**src/pps_pkg.sv**
```systemverilog
`timescale 1ns / 1ps
// Shared constants, field widths and controller/datapath handshake structs
// for the preemptive priority scheduler. No dependencies.
package pps_pkg;

   localparam int PPS_MAX_TASKS = 16;
   localparam int PPS_ID_W      = 8;
   localparam int PPS_LEFT_W    = 16;
   localparam int PPS_PRIO_W    = 8;
   localparam int PPS_ENTRY_W   = PPS_ID_W + PPS_LEFT_W + PPS_PRIO_W;

   // Command encoding of the request word
   localparam logic PPS_CMD_LOAD = 1'b0;
   localparam logic PPS_CMD_TICK = 1'b1;

   // Controller to datapath commands
   typedef struct packed {
      logic load;    // store the request word into the next free slot
      logic start;   // clear the best-so-far and rewind the scan counter
      logic issue;   // read the slot under the scan counter, advance it
      logic commit;  // write back the winner and load the result register
   } pps_cmd_type;

   // Datapath to controller status
   typedef struct packed {
      logic empty;   // no slot loaded
      logic last;    // scan counter points at the last loaded slot
   } pps_sts_type;

endpackage

```
**src/preemptive_priority_scheduler_top.sv**
```systemverilog
`timescale 1ns / 1ps
// Preemptive priority scheduler, top level. A tick word rewinds the scan,
// reads the N loaded slots (one table RAM read per slot), compares the last
// slot, then commits the result; the next word is taken after the commit.
// A held result stalls only the next tick's commit.
// Synchronous reset empties the table and marks all slots done; the
// table RAM itself is not cleared. Depends on pps_pkg, pps_ctrl, pps_dp.
module preemptive_priority_scheduler_top import pps_pkg::*; #(
   parameter int MAX_TASKS = PPS_MAX_TASKS
) (
   input  logic                  clock,
   input  logic                  reset,
   input  logic                  req_valid,
   output logic                  req_ready,
   input  logic                  req_command,
   input  logic [PPS_ID_W-1:0]   req_task_id,
   input  logic [PPS_LEFT_W-1:0] req_burst_length,
   input  logic [PPS_PRIO_W-1:0] req_task_priority,
   output logic                  rsp_valid,
   input  logic                  rsp_ready,
   output logic [PPS_ID_W-1:0]   rsp_run_id,
   output logic [PPS_LEFT_W-1:0] rsp_left_after,
   output logic                  rsp_finished,
   output logic                  rsp_idle
);

   pps_cmd_type cmd;
   pps_sts_type sts;

   pps_ctrl u_ctrl (
      .clock       (clock),
      .reset       (reset),
      .req_valid   (req_valid),
      .req_command (req_command),
      .req_ready   (req_ready),
      .rsp_valid   (rsp_valid),
      .rsp_ready   (rsp_ready),
      .sts         (sts),
      .cmd         (cmd)
   );

   pps_dp #(
      .MAX_TASKS (MAX_TASKS)
   ) u_dp (
      .clock             (clock),
      .reset             (reset),
      .cmd               (cmd),
      .sts               (sts),
      .req_task_id       (req_task_id),
      .req_burst_length  (req_burst_length),
      .req_task_priority (req_task_priority),
      .rsp_run_id        (rsp_run_id),
      .rsp_left_after    (rsp_left_after),
      .rsp_finished      (rsp_finished),
      .rsp_idle          (rsp_idle)
   );

`ifndef NO_ASSERTIONS
   // Idle results carry all-zero fields
   a_idle_zero: assert property (@(posedge clock) disable iff (reset)
      (rsp_valid && rsp_idle) |->
         (rsp_run_id == '0 && rsp_left_after == '0 && !rsp_finished))
      else $error("idle result with nonzero fields");

   // A finished task has no time left
   a_fin_zero: assert property (@(posedge clock) disable iff (reset)
      (rsp_valid && rsp_finished) |-> (rsp_left_after == '0 && !rsp_idle))
      else $error("finished result with time left");

   // Loads only on an accepted load word
   a_load_acc: assert property (@(posedge clock) disable iff (reset)
      cmd.load |-> (req_valid && req_ready && req_command == PPS_CMD_LOAD))
      else $error("table load without an accepted load word");

   // A commit always presents a result next cycle
   a_commit_rsp: assert property (@(posedge clock) disable iff (reset)
      cmd.commit |=> rsp_valid)
      else $error("commit without a result");
`endif

endmodule

```
**src/pps_ram.sv**
```systemverilog
`timescale 1ns / 1ps
// Generic single-write, single-read RAM with registered read data.
// No dependencies.
module pps_ram #(
   parameter int WIDTH = 32,
   parameter int DEPTH = 16
) (
   input  logic                     clock,
   input  logic                     wr_en,
   input  logic [$clog2(DEPTH)-1:0] wr_addr,
   input  logic [WIDTH-1:0]         wr_data,
   input  logic [$clog2(DEPTH)-1:0] rd_addr,
   output logic [WIDTH-1:0]         rd_data
);

   logic [WIDTH-1:0] mem_ff [DEPTH];
   logic [WIDTH-1:0] rd_data_ff;

   // Write port, registered read port
   always_ff @(posedge clock) begin
      if (wr_en) begin
         mem_ff[wr_addr] <= wr_data;
      end
      rd_data_ff <= mem_ff[rd_addr];
   end

   assign rd_data = rd_data_ff;

endmodule

```
**src/pps_ctrl.sv**
```systemverilog
`timescale 1ns / 1ps
// Sequencer for the scheduler: accepts request words, steps the slot scan
// and hands results to the output register. Depends on pps_pkg.
module pps_ctrl import pps_pkg::*; (
   input  logic        clock,
   input  logic        reset,
   input  logic        req_valid,
   input  logic        req_command,
   output logic        req_ready,
   output logic        rsp_valid,
   input  logic        rsp_ready,
   input  pps_sts_type sts,
   output pps_cmd_type cmd
);

   typedef enum logic [1:0] {
      S_IDLE,
      S_SCAN,
      S_LAST,
      S_COMMIT
   } state_type;

   state_type state_ff, state_in;
   logic      rsp_valid_ff, rsp_valid_in;
   logic      slot_free;

   assign req_ready = (state_ff == S_IDLE);
   assign rsp_valid = rsp_valid_ff;
   // Output register may be refilled when empty or being drained
   assign slot_free = !rsp_valid_ff || rsp_ready;

   // Next state and commands
   always_comb begin
      state_in     = state_ff;
      rsp_valid_in = rsp_valid_ff && !rsp_ready;
      cmd          = '0;
      unique case (state_ff)
         S_IDLE: begin
            if (req_valid) begin
               if (req_command == PPS_CMD_LOAD) begin
                  cmd.load = 1'b1;
               end else begin
                  cmd.start = 1'b1;
                  state_in  = sts.empty ? S_COMMIT : S_SCAN;
               end
            end
         end
         S_SCAN: begin
            cmd.issue = 1'b1;
            if (sts.last) begin
               state_in = S_LAST;
            end
         end
         S_LAST: begin
            // last slot is compared in this cycle
            state_in = S_COMMIT;
         end
         S_COMMIT: begin
            if (slot_free) begin
               cmd.commit   = 1'b1;
               rsp_valid_in = 1'b1;
               state_in     = S_IDLE;
            end
         end
         default: begin
            state_in = S_IDLE;
         end
      endcase
   end

   // Hold state and the result valid flag
   always_ff @(posedge clock) begin
      if (reset) begin
         state_ff     <= S_IDLE;
         rsp_valid_ff <= 1'b0;
      end else begin
         state_ff     <= state_in;
         rsp_valid_ff <= rsp_valid_in;
      end
   end

endmodule

```
**src/pps_dp.sv**
```systemverilog
`timescale 1ns / 1ps
// Scheduler datapath: task table RAM, done flags, entry count, running
// minimum search and the result register. Depends on pps_pkg and pps_ram.
module pps_dp import pps_pkg::*; #(
   parameter int MAX_TASKS = PPS_MAX_TASKS
) (
   input  logic                  clock,
   input  logic                  reset,
   input  pps_cmd_type           cmd,
   output pps_sts_type           sts,
   input  logic [PPS_ID_W-1:0]   req_task_id,
   input  logic [PPS_LEFT_W-1:0] req_burst_length,
   input  logic [PPS_PRIO_W-1:0] req_task_priority,
   output logic [PPS_ID_W-1:0]   rsp_run_id,
   output logic [PPS_LEFT_W-1:0] rsp_left_after,
   output logic                  rsp_finished,
   output logic                  rsp_idle
);

   localparam int IW = $clog2(MAX_TASKS);
   localparam int CW = $clog2(MAX_TASKS + 1);

   logic [CW-1:0]          count_ff;
   logic [MAX_TASKS-1:0]   done_ff;
   logic [IW-1:0]          scan_ff;
   logic                   chk_ff;
   logic [IW-1:0]          chk_idx_ff;
   logic                   found_ff;
   logic [IW-1:0]          best_idx_ff;
   logic [PPS_ID_W-1:0]    best_id_ff;
   logic [PPS_LEFT_W-1:0]  best_left_ff;
   logic [PPS_PRIO_W-1:0]  best_prio_ff;
   logic [PPS_ID_W-1:0]    run_id_ff;
   logic [PPS_LEFT_W-1:0]  left_after_ff;
   logic                   finished_ff;
   logic                   idle_ff;

   logic                   full;
   logic                   store;
   logic                   wr_en;
   logic [IW-1:0]          wr_addr;
   logic [PPS_ENTRY_W-1:0] wr_data;
   logic [PPS_ENTRY_W-1:0] rd_data;
   logic [PPS_ID_W-1:0]    rd_id;
   logic [PPS_LEFT_W-1:0]  rd_left;
   logic [PPS_PRIO_W-1:0]  rd_prio;
   logic                   take;
   logic [PPS_LEFT_W-1:0]  left_dec;
   logic                   fin;

   // Status toward the controller
   assign full      = (count_ff == CW'(MAX_TASKS));
   assign sts.empty = (count_ff == '0);
   assign sts.last  = ((CW'(scan_ff) + CW'(1)) == count_ff);
   assign store     = cmd.load && !full;

   // Decrement the winner, saturating at zero
   assign left_dec = (best_left_ff != '0) ? best_left_ff - PPS_LEFT_W'(1) : best_left_ff;
   assign fin      = (left_dec == '0);

   // Table port: loads append, commits write the winner back
   always_comb begin
      if (cmd.commit) begin
         wr_en   = found_ff;
         wr_addr = best_idx_ff;
         wr_data = {best_id_ff, left_dec, best_prio_ff};
      end else begin
         wr_en   = store;
         wr_addr = count_ff[IW-1:0];
         wr_data = {req_task_id, req_burst_length, req_task_priority};
      end
   end

   pps_ram #(
      .WIDTH (PPS_ENTRY_W),
      .DEPTH (MAX_TASKS)
   ) u_table (
      .clock   (clock),
      .wr_en   (wr_en),
      .wr_addr (wr_addr),
      .wr_data (wr_data),
      .rd_addr (scan_ff),
      .rd_data (rd_data)
   );

   assign {rd_id, rd_left, rd_prio} = rd_data;

   // Compare the slot read last cycle against the best so far
   assign take = chk_ff && !done_ff[chk_idx_ff] && (!found_ff || (rd_prio < best_prio_ff));

   // Control state: count, done flags, scan counter, search flags
   always_ff @(posedge clock) begin
      if (reset) begin
         count_ff <= '0;
         done_ff  <= '1;
         scan_ff  <= '0;
         chk_ff   <= 1'b0;
         found_ff <= 1'b0;
      end else begin
         chk_ff <= cmd.issue;
         if (store) begin
            count_ff                    <= count_ff + CW'(1);
            done_ff[count_ff[IW-1:0]]   <= (req_burst_length == '0);
         end
         if (cmd.commit && found_ff && fin) begin
            done_ff[best_idx_ff] <= 1'b1;
         end
         if (cmd.start) begin
            scan_ff  <= '0;
            found_ff <= 1'b0;
         end else begin
            if (cmd.issue) begin
               scan_ff <= scan_ff + IW'(1);
            end
            if (take) begin
               found_ff <= 1'b1;
            end
         end
      end
   end

   // Best-so-far payload and the slot index tracking the read pipeline
   always_ff @(posedge clock) begin
      if (cmd.issue) begin
         chk_idx_ff <= scan_ff;
      end
      if (take) begin
         best_idx_ff  <= chk_idx_ff;
         best_id_ff   <= rd_id;
         best_left_ff <= rd_left;
         best_prio_ff <= rd_prio;
      end
   end

   // Result register
   always_ff @(posedge clock) begin
      if (cmd.commit) begin
         if (found_ff) begin
            run_id_ff     <= best_id_ff;
            left_after_ff <= left_dec;
            finished_ff   <= fin;
            idle_ff       <= 1'b0;
         end else begin
            run_id_ff     <= '0;
            left_after_ff <= '0;
            finished_ff   <= 1'b0;
            idle_ff       <= 1'b1;
         end
      end
   end

   assign rsp_run_id     = run_id_ff;
   assign rsp_left_after = left_after_ff;
   assign rsp_finished   = finished_ff;
   assign rsp_idle       = idle_ff;

endmodule
```
**config.mk**
```make
export PLATFORM = sky130hd
export DESIGN_NAME = preemptive_priority_scheduler_top
export DESIGN_NICKNAME = d
export VERILOG_FILES = /design/src/pps_pkg.sv /design/src/preemptive_priority_scheduler_top.sv /design/src/pps_ram.sv /design/src/pps_ctrl.sv /design/src/pps_dp.sv
export SDC_FILE = /design/constraint.sdc
export NUM_CORES = 1
export LEC_CHECK = 0
export ABC_AREA = 1
export BUFFER_PORTS_ARGS = -buffer_cell sky130_fd_sc_hd__buf_2
export CAP_MARGIN = 15
export CORE_MARGIN = 2
export CORE_UTILIZATION = 67
export DETAILED_ROUTE_END_ITERATION = 12
export GPL_ROUTABILITY_DRIVEN = 0
export PLACE_DENSITY_LB_ADDON = 0.15
export SLEW_MARGIN = 10
export SYNTH_ARGS = -nofsm -noshare
export SYNTH_HDL_FRONTEND = slang
export SYNTH_HIERARCHICAL = 1
export SYNTH_SLANG_ARGS = --single-unit
```
**constraint.sdc**
```tcl
create_clock -name clock -period 9.2 [get_ports clock]
set_clock_uncertainty 0.1 [all_clocks]
set_input_delay 0.46 -clock clock [delete_from_list [all_inputs] [get_ports clock]]
set_output_delay 0.46 -clock clock [all_outputs]
set_load 0.05 [all_outputs]
```
==> metrics.md, run 1 <==
| Metric | Value |
|---|---|
| Routed met2 length | between 30000 and 40000 um |
| Clock sink count | 640 |
| Slew @ Worst Pin | 1184 ps |
| Core area | approximately 41000 sq um |
| DRC viols | 0 |
| Initial Utilization | 68.25% |
| Netlist cell types | 40 |
| Critical Path Sink Type | flip-flop |
| Run status | complete, no violations |
| Setup TNS | 0 ps |
| Die area | 43430 sq um |
| Most common cell after layout, fill and taps aside | nand2_1 |
| Via density | 5.718 |
| Seq pwr share | 44.9% |
| Ys Warns | 6 |
| Sw Ratio | between 30% and 40% |
| Mapped Area | 28000 sq um |
| Pwr Density | 261.5 nW/um^2 |
| Total grt overflow | 0 |
| # port buffers | 64 |
| Wl on met1 | 24490 um |
| # IOs | 65 |
| WL/cell | ~20 um |
| Setup Buffers After CTS | 0 |
| Cts bufs inserted | 66 |
| Fmax | 275.4 MHz |
| Worst-path maximum fanout | 45 |
| Psw | about 0.0025 W |
| Period utilization | 39.47% |
| Fin. Hold Viols | 0 |
| Vias in the first global route | 18925 |
| Crit path DAT | 3720 ps |
| Yosys reg bits | 640 |
| Most frequent cells in the layout | 856 x nand2_1, 578 x edfxtp_1, 450 x inv_1 |
| Via count | 19401 |
| Final setup fails | 0 |
| Max-slew violations | 0 |
| Clock slew at reported path FFs | 60 ps |
| Syn-to-layout area delta | 10.44% |
| All-Layer GR Usage | 30.86% |
| Max Used Layer | met4 |
| Synth Instances | 2756 |
| Layout cells sized above 1 | 9.332% |
| Post_cts resized | 0 |
| Pre-antenna DRT Iters | 8 |
| Crit path kind | flip-flop to flip-flop |
| DRT iter0 DRCs | 2410 |
| Clock Tree Root | clkbuf_16 |
| Drt total wl | 66020 um |
| Clock period minus worst slack | ~3600 ps |
| Pint | 0.005570 W |
| Slew Limit Headroom | roughly a fifth |
| TritonCTS clock tree | built |
| Util after Layout | 75.38% |
| HP Class | primary input to flip-flop |
| Clock Path Buffers | 3 |
| N_diodes | 0 |
| Horiz. Die Dim | 208.4 um |
| Max_cap viols | 0 |
| Post-CTS Hold Buffers | 0 |
| DIE HEIGHT | 208.4 um |
| Post-layout nets | roughly 2900 |
| Seq/Total Area, Yosys | 66.43% |
| Comb power frac | 22.5% |
| Site row count | 74 |
| Clk Latency, worst-skew pair | 590 ps |
| First-pass GRT wire length | between 100000 and 150000 um |
| CP Launch Type | flip-flop |
| Initial antenna violation count | 0 |
| Mapped Nets | about 2800 |
| Data required, critical path | slightly above 9000 ps |
| DR WL met3 | ~6800 um |
| Max IR drop VDD | 0.2441 mV |
| Leakage power | 13.09 nW |
| Syn avg cell area | 10.16 sq um |
| RSZ-0062 raised after global routing | false |
| H-tree levels | 3 |
| Largest net degree at the start of global routing | 235 |
| Post-DP HPWL | 37310 um |
| Antenna-violating nets left | 0 |
| Clock power frac | 32.5% |
## final timing paths
check / startpoint / endpoint / slack [ps] / cells after the start
worst max-delay path: u_ctrl/state_ff[1]$_SDFFE_PP0P_ / u_dp/u_table/mem_ff[8][17]$_DFFE_PP_ / 5570 / 7
worst min-delay path: reset / u_ctrl/rsp_valid$_SDFF_PP0_ / 50 / 2
worst max register to register: u_ctrl/state_ff[1]$_SDFFE_PP0P_ / u_dp/u_table/mem_ff[8][17]$_DFFE_PP_ / 5570 / 7
worst min register to register: u_dp/u_table/rd_data[27]$_DFF_P_ / u_dp/best_id_ff[3]$_DFFE_PP_ / 300 / 0
## registers in the layout, indices dropped and copies added (netlist names)
name and cells:
u_dp/best_prio_ff 8, u_dp/rsp_idle 1, u_dp/rsp_finished 1, u_dp/count_ff 5, u_dp/rsp_run_id 8, u_ctrl/rsp_valid 1, u_dp/best_left_ff 16, u_dp/chk_idx_ff 4
u_ctrl/state_ff 2, u_dp/best_id_ff 8, u_dp/done_ff 16, u_dp/u_table/rd_data 32, u_dp/u_table/mem_ff 512, u_dp/scan_ff 4, u_dp/chk_ff 1, u_dp/best_idx_ff 4
u_dp/found_ff 1, u_dp/rsp_left_after 16
## per-layer routing
layer  track usage [%]  vias up
met5                 0        -
met1             39.82     9098
met4             14.64        0
li1                  -     9045
met3             5.374      205
met2             51.37     1053
## cell families (layout without fill, tap and decap cells)
family          after synthesis  in the layout  share of synthesized area [%]
flops                       640            640                          66.43
fa+ha+maj                    17             17                         0.7598
mux                           4              4                         0.1430
xor+xnor                     11             11                         0.3442
buf+inv                     584            689                          9.082
compound gates               98             98                          1.873
simple gates               1402           1402                          21.37
## cell type report
| cell class | instances | area, sq um |
|---|---|---|
| Clock buffer | 96 | 1928 |
| Clock inverter | 24 | 234.0 |
| Fill cell | 2634 | 10100 |
| Inverter | 462 | 1755 |
| Multi-Input combinational cell | 1532 | 6994 |
| Sequential cell | 640 | 18610 |
| Tap cell | 532 | 665.6 |
| Timing Repair Buffer | 107 | 733.2 |
## per-stage QoR
| stage | hold slack, ps | total power, W | worst slack (ps) | std cells | area [sq um] |
|---|---|---|---|---|---|
| finish | 51.44 | 0.008085 | 5569 | 3393 | 30920 |
| global route | 79.98 | 0.008418 | 5355 | 3393 | 30920 |
| CTS | 29.99 | 0.008074 | 5607 | 3390 | 30850 |
| detailed placement | 288.7 | 0.005454 | 5624 | 3270 | 28690 |
| global placement | 286.3 | 0.005400 | 5658 | 3268 | 28640 |
| floorplan | 285.5 | 0.004951 | 4344 | 2756 | 28000 |
## cells in the mapped netlist
cell type / number / share of area [%]
a22oi_1: 1 / 0.027
o211ai_1: 7 / 0.19
and2_1: 1 / 0.022
nand4_4: 1 / 0.076
nor2_4: 3 / 0.12
buf_8: 1 / 0.054
clkbuf_1: 27 / 0.36
a2111oi_0: 1 / 0.031
nand3b_1: 4 / 0.11
nand2_1: 856 / 11
nor3b_1: 1 / 0.027
dfxtp_1: 62 / 4.4
mux2i_1: 4 / 0.14
nor2_1: 93 / 1.2
nand3_2: 11 / 0.39
buf_4: 6 / 0.16
nand2_2: 6 / 0.13
xnor2_1: 2 / 0.063
o21ai_0: 55 / 0.98
inv_4: 1 / 0.022
bufinv_8: 1 / 0.063
inv_2: 8 / 0.11
nand3_1: 408 / 7.3
buf_2: 41 / 0.73
a211oi_1: 2 / 0.054
or2_2: 2 / 0.045
nand4_1: 3 / 0.067
edfxtp_1: 578 / 62
nor2_2: 6 / 0.13
nor4_1: 2 / 0.045
nor3_1: 3 / 0.054
a21oi_1: 30 / 0.54
buf_6: 31 / 1.2
buf_1: 15 / 0.20
ha_1: 17 / 0.76
xor2_1: 9 / 0.28
buf_12: 1 / 0.072
o21a_1: 2 / 0.054
inv_1: 452 / 6.1
nand3_4: 2 / 0.13
## worst max-delay path, stage by stage (launching register included)
cell,delay (ps)
dfxtp_1,380
ha_1,240
inv_1,100
a21oi_4,100
buf_4,480
o21ai_0,330
nand3b_1,470
nor2_4,990
## power groups by stage
stage                     logic [W]  registers [W]  clock network [W]
final                       0.00182        0.00363            0.00263
after global routing        0.00199        0.00365            0.00278
after CTS                   0.00178        0.00363            0.00266
after detailed placement    0.00176        0.00369                  0
after global placement      0.00172        0.00368                  0
after floorplan             0.00128        0.00367                  0
Power figures use the tool's default switching activity.
==> run 2, diff against run 1 <==
--- a/config.mk
+++ b/config.mk
@@ -9,7 +9,7 @@
 export BUFFER_PORTS_ARGS = -buffer_cell sky130_fd_sc_hd__buf_2
 export CAP_MARGIN = 15
 export CORE_MARGIN = 2
-export CORE_UTILIZATION = 67
+export CORE_UTILIZATION = 57
 export DETAILED_ROUTE_END_ITERATION = 12
 export GPL_ROUTABILITY_DRIVEN = 0
 export PLACE_DENSITY_LB_ADDON = 0.15
==> constraint.sdc (replaced) <==
create_clock -name clock -period 3.2 [get_ports clock]
set_clock_uncertainty 0.1 [all_clocks]
set_input_delay 0.16 -clock clock [delete_from_list [all_inputs] [get_ports clock]]
set_output_delay 0.16 -clock clock [all_outputs]
set_load 0.05 [all_outputs]
==> metrics.md, run 2 (same netlist as run 1, synthesis figures left out) <==
| Metric | Value |
|---|---|
| Run status | complete, no violations |
| Clock slew at reported path FFs | 60 ps (about the same) |
| Clock period minus worst slack | 2959 ps (-672.7 ps) |
| Most common cell after layout, fill and taps aside | nand2_1 |
| Initial antenna violation count | 0 (unchanged) |
| Period utilization | 92.46% (+53 points) |
| Met2 Usage GRT | 43.97% (-7.4 points) |
| Crit path buf inv count | 4 (+2) |
| CP Launch Type | flip-flop |
| Number of flip-flops in the largest register | 512 (unchanged) |
| DRC viols | 0 (unchanged) |
| Most frequent cells in the layout | 856 x nand2_1, 578 x edfxtp_1, 449 x inv_1 |
| Final worst setup slack | 241.2 ps (-5327 ps) |
| N_diodes | 0 (unchanged) |
| Post_cts resized | 0 (unchanged) |
| Total grt overflow | 0 (unchanged) |
| Post-route cell area | 32010 sq um (+3.5%) |
| Data required, critical path | 3380 ps (-5910 ps) |
| TritonCTS clock tree | built |
| Site row count | 81 (+9.5%) |
| RSZ-0062 raised after global routing | false |
| # port buffers | 64 (unchanged) |
| Vias in the first global route | 18382 (-2.9%) |
| DRT iter0 DRCs | 2304 (-4.4%) |
| All-Layer GR Usage | 27.45% (-3.4 points) |
| Initial Utilization | 57.43% (-11 points) |
| Layout cells sized above 1 | 10.82% (+1.5 points) |
| Setup TNS | 0 ps (unchanged) |
| Post-CTS Hold Buffers | 8 (+8) |
| Clock sink count | 640 (unchanged) |
| Die area | 50900 sq um (+17%) |
| Crit-path leading delay family | simple AND/OR/NAND/NOR gates |
| Horiz. Die Dim | 225.6 um (+8.3%) |
| Placed instance area | 29680 sq um (+3.4%) |
| H-tree levels | 3 (unchanged) |
| First-pass GRT wire length | 104900 um (+2.7%) |
| Most Crowded Layer GR | met2 |
| Setup Buffers After CTS | 0 (unchanged) |
| HP Class | primary input to flip-flop |
| Leakage power | 13.51 nW (+3.2%) |
| Worst-path maximum fanout | 16 (-64%) |
| Clock Tree Root | clkbuf_16 |
| Cts bufs inserted | 67 (+1.5%) |
| Slowest cell on crit path | dfxtp_1 |
| Footprint of the multi-input gates | 6994 sq um (unchanged) |
| Final setup fails | 0 (unchanged) |
| Util after Layout | 65.66% (-9.7 points) |
| Seq. cell area | 18610 sq um (about the same) |
| # IOs | 65 (unchanged) |
| Cell Chain, Critical Path | bufinv_8, ha_1, nand2_1, nor2_1, nand2_1, o21ai_0, buf_4, nand3b_1, buf_4, nor2_4, buf_12 |
| Fin. Hold Viols | 0 (unchanged) |
| Antenna-violating nets left | 0 (unchanged) |
| Crit path DAT | 3140 ps (-580 ps) |
| GRT met3 Usage | 3.448% (-1.9 points) |
| WL/cell | 19.10 um (-1.8%) |
| Via count | 19396 (-0.026%) |
| Fill count | 3701 (+41%) |
| Placed Instances | 3456 (+5.7%) |
| Met1 Track Usage GR | 39.43% (-0.39 points) |
| Critical Path Sink Type | flip-flop |
| Core area | 48750 sq um (+19%) |
| Via density | 5.410 (-5.4%) |
| Pwr Density | 747.3 nW/um^2 (+190%) |
| Post-DP HPWL | 41390 um (+11%) |
| Post-Place Setup Slack | 291.1 ps (-5333 ps) |
| Fin cells | 3585 (+5.7%) |
| Fmax | 338.0 MHz (+23%) |
| Post-layout nets | 2923 (+2.1%) |
| Drt total wl | 68490 um (+3.7%) |
| Max_cap viols | 0 (unchanged) |
| Largest net degree at the start of global routing | 151 (-36%) |
| DIE HEIGHT | 225.6 um (+8.3%) |
| Biggest register | u_dp/u_table/mem_ff |
| CP max stage delay | 330 ps (-660 ps) |
| Clock Path Buffers | 3 (unchanged) |
| Max IR drop VDD | 0.4370 mV (+79%) |
| Slew Limit Headroom | 29.18% (+8.1 points) |
| Clk Latency, worst-skew pair | 580 ps (about the same) |
| Syn-to-layout area delta | 14.33% |
| Max-slew violations | 0 (unchanged) |
| Crit path kind | flip-flop to flip-flop |
| Slew @ Worst Pin | 1062 ps (-121.3 ps) |
| Pre-antenna DRT Iters | 6 (-2) |
==> run 2: cell count changes in the layout (fill, tap and decap cells not counted), moves of 2 or more <==
| cell | before | now |
|---|---|---|
| o21ai_0 | 42 | 55 |
| clkbuf_16 | 69 | 71 |
| bufinv_16 | 4 | 9 |
| clkinv_1 | 8 | 10 |
| o21ai_1 | 13 | 0 |
| buf_16 | 2 | 0 |
| buf_4 | 37 | 57 |
| clkbuf_8 | 10 | 3 |
| buf_12 | 4 | 37 |
| clkbuf_1 | 17 | 20 |
| dlygate4sd3_1 | 0 | 8 |
==> run 2: metal layers <==
metal / up-vias / share of wire (%)
met5: - / 0
met4: 0 / 2.2
met3: 101 / 9.0
met2: 893 / 47
met1: 9248 / 42
li1: 9154 / -
==> run 2: worst register-to-register path: cells and delay by family, from the launching register on <==
family,cells,cell delay [ps]
AOI/OAI and AO/OA,1,250
buffers and inverters,4,800
DFF,1,330
and+or+nand+nor,5,890
adders and majority gates,1,260
==> run 2: worst paths after layout <==
kind,end,startpoint,cells past startpoint,slack [ps]
max,u_dp/u_table/mem_ff[4][1]$_DFFE_PP_,u_ctrl/state_ff[0]$_SDFFE_PP0P_,11,240
min,u_dp/u_table/mem_ff[4][2]$_DFFE_PP_,req_task_priority[2],4,30
max reg2reg,u_dp/u_table/mem_ff[4][1]$_DFFE_PP_,u_ctrl/state_ff[0]$_SDFFE_PP0P_,11,240
min reg2reg,u_dp/best_id_ff[4]$_DFFE_PP_,u_dp/u_table/rd_data[28]$_DFF_P_,0,300
==> run 2: stage by stage <==
stage | total power, W | hold slack, ps
detailed placement | 0.01606 | 288.7
finish | 0.02392 | 33.63
floorplan | 0.01427 | 121.7
global route | 0.02492 | 32.25
CTS | 0.02395 | 3.688
global placement | 0.01595 | 285.7
==> run 2: cell type report <==
class                   count  area share, %
clock buffers              94          5.915
clock inverters            27          1.110
inverters                 462          5.485
multi-input cells        1532          21.85
flip-flops and latches    640          58.14
well taps                 664          2.596
repair buffers            166          4.902
==> run 2: power by group <==
part           switching (W)  internal [W]  total, W  leakage (nW)
combinational        0.00409       0.00153   0.00562          6.69
sequential          0.000281        0.0101    0.0104          5.73
clock                0.00307       0.00485   0.00792          1.09
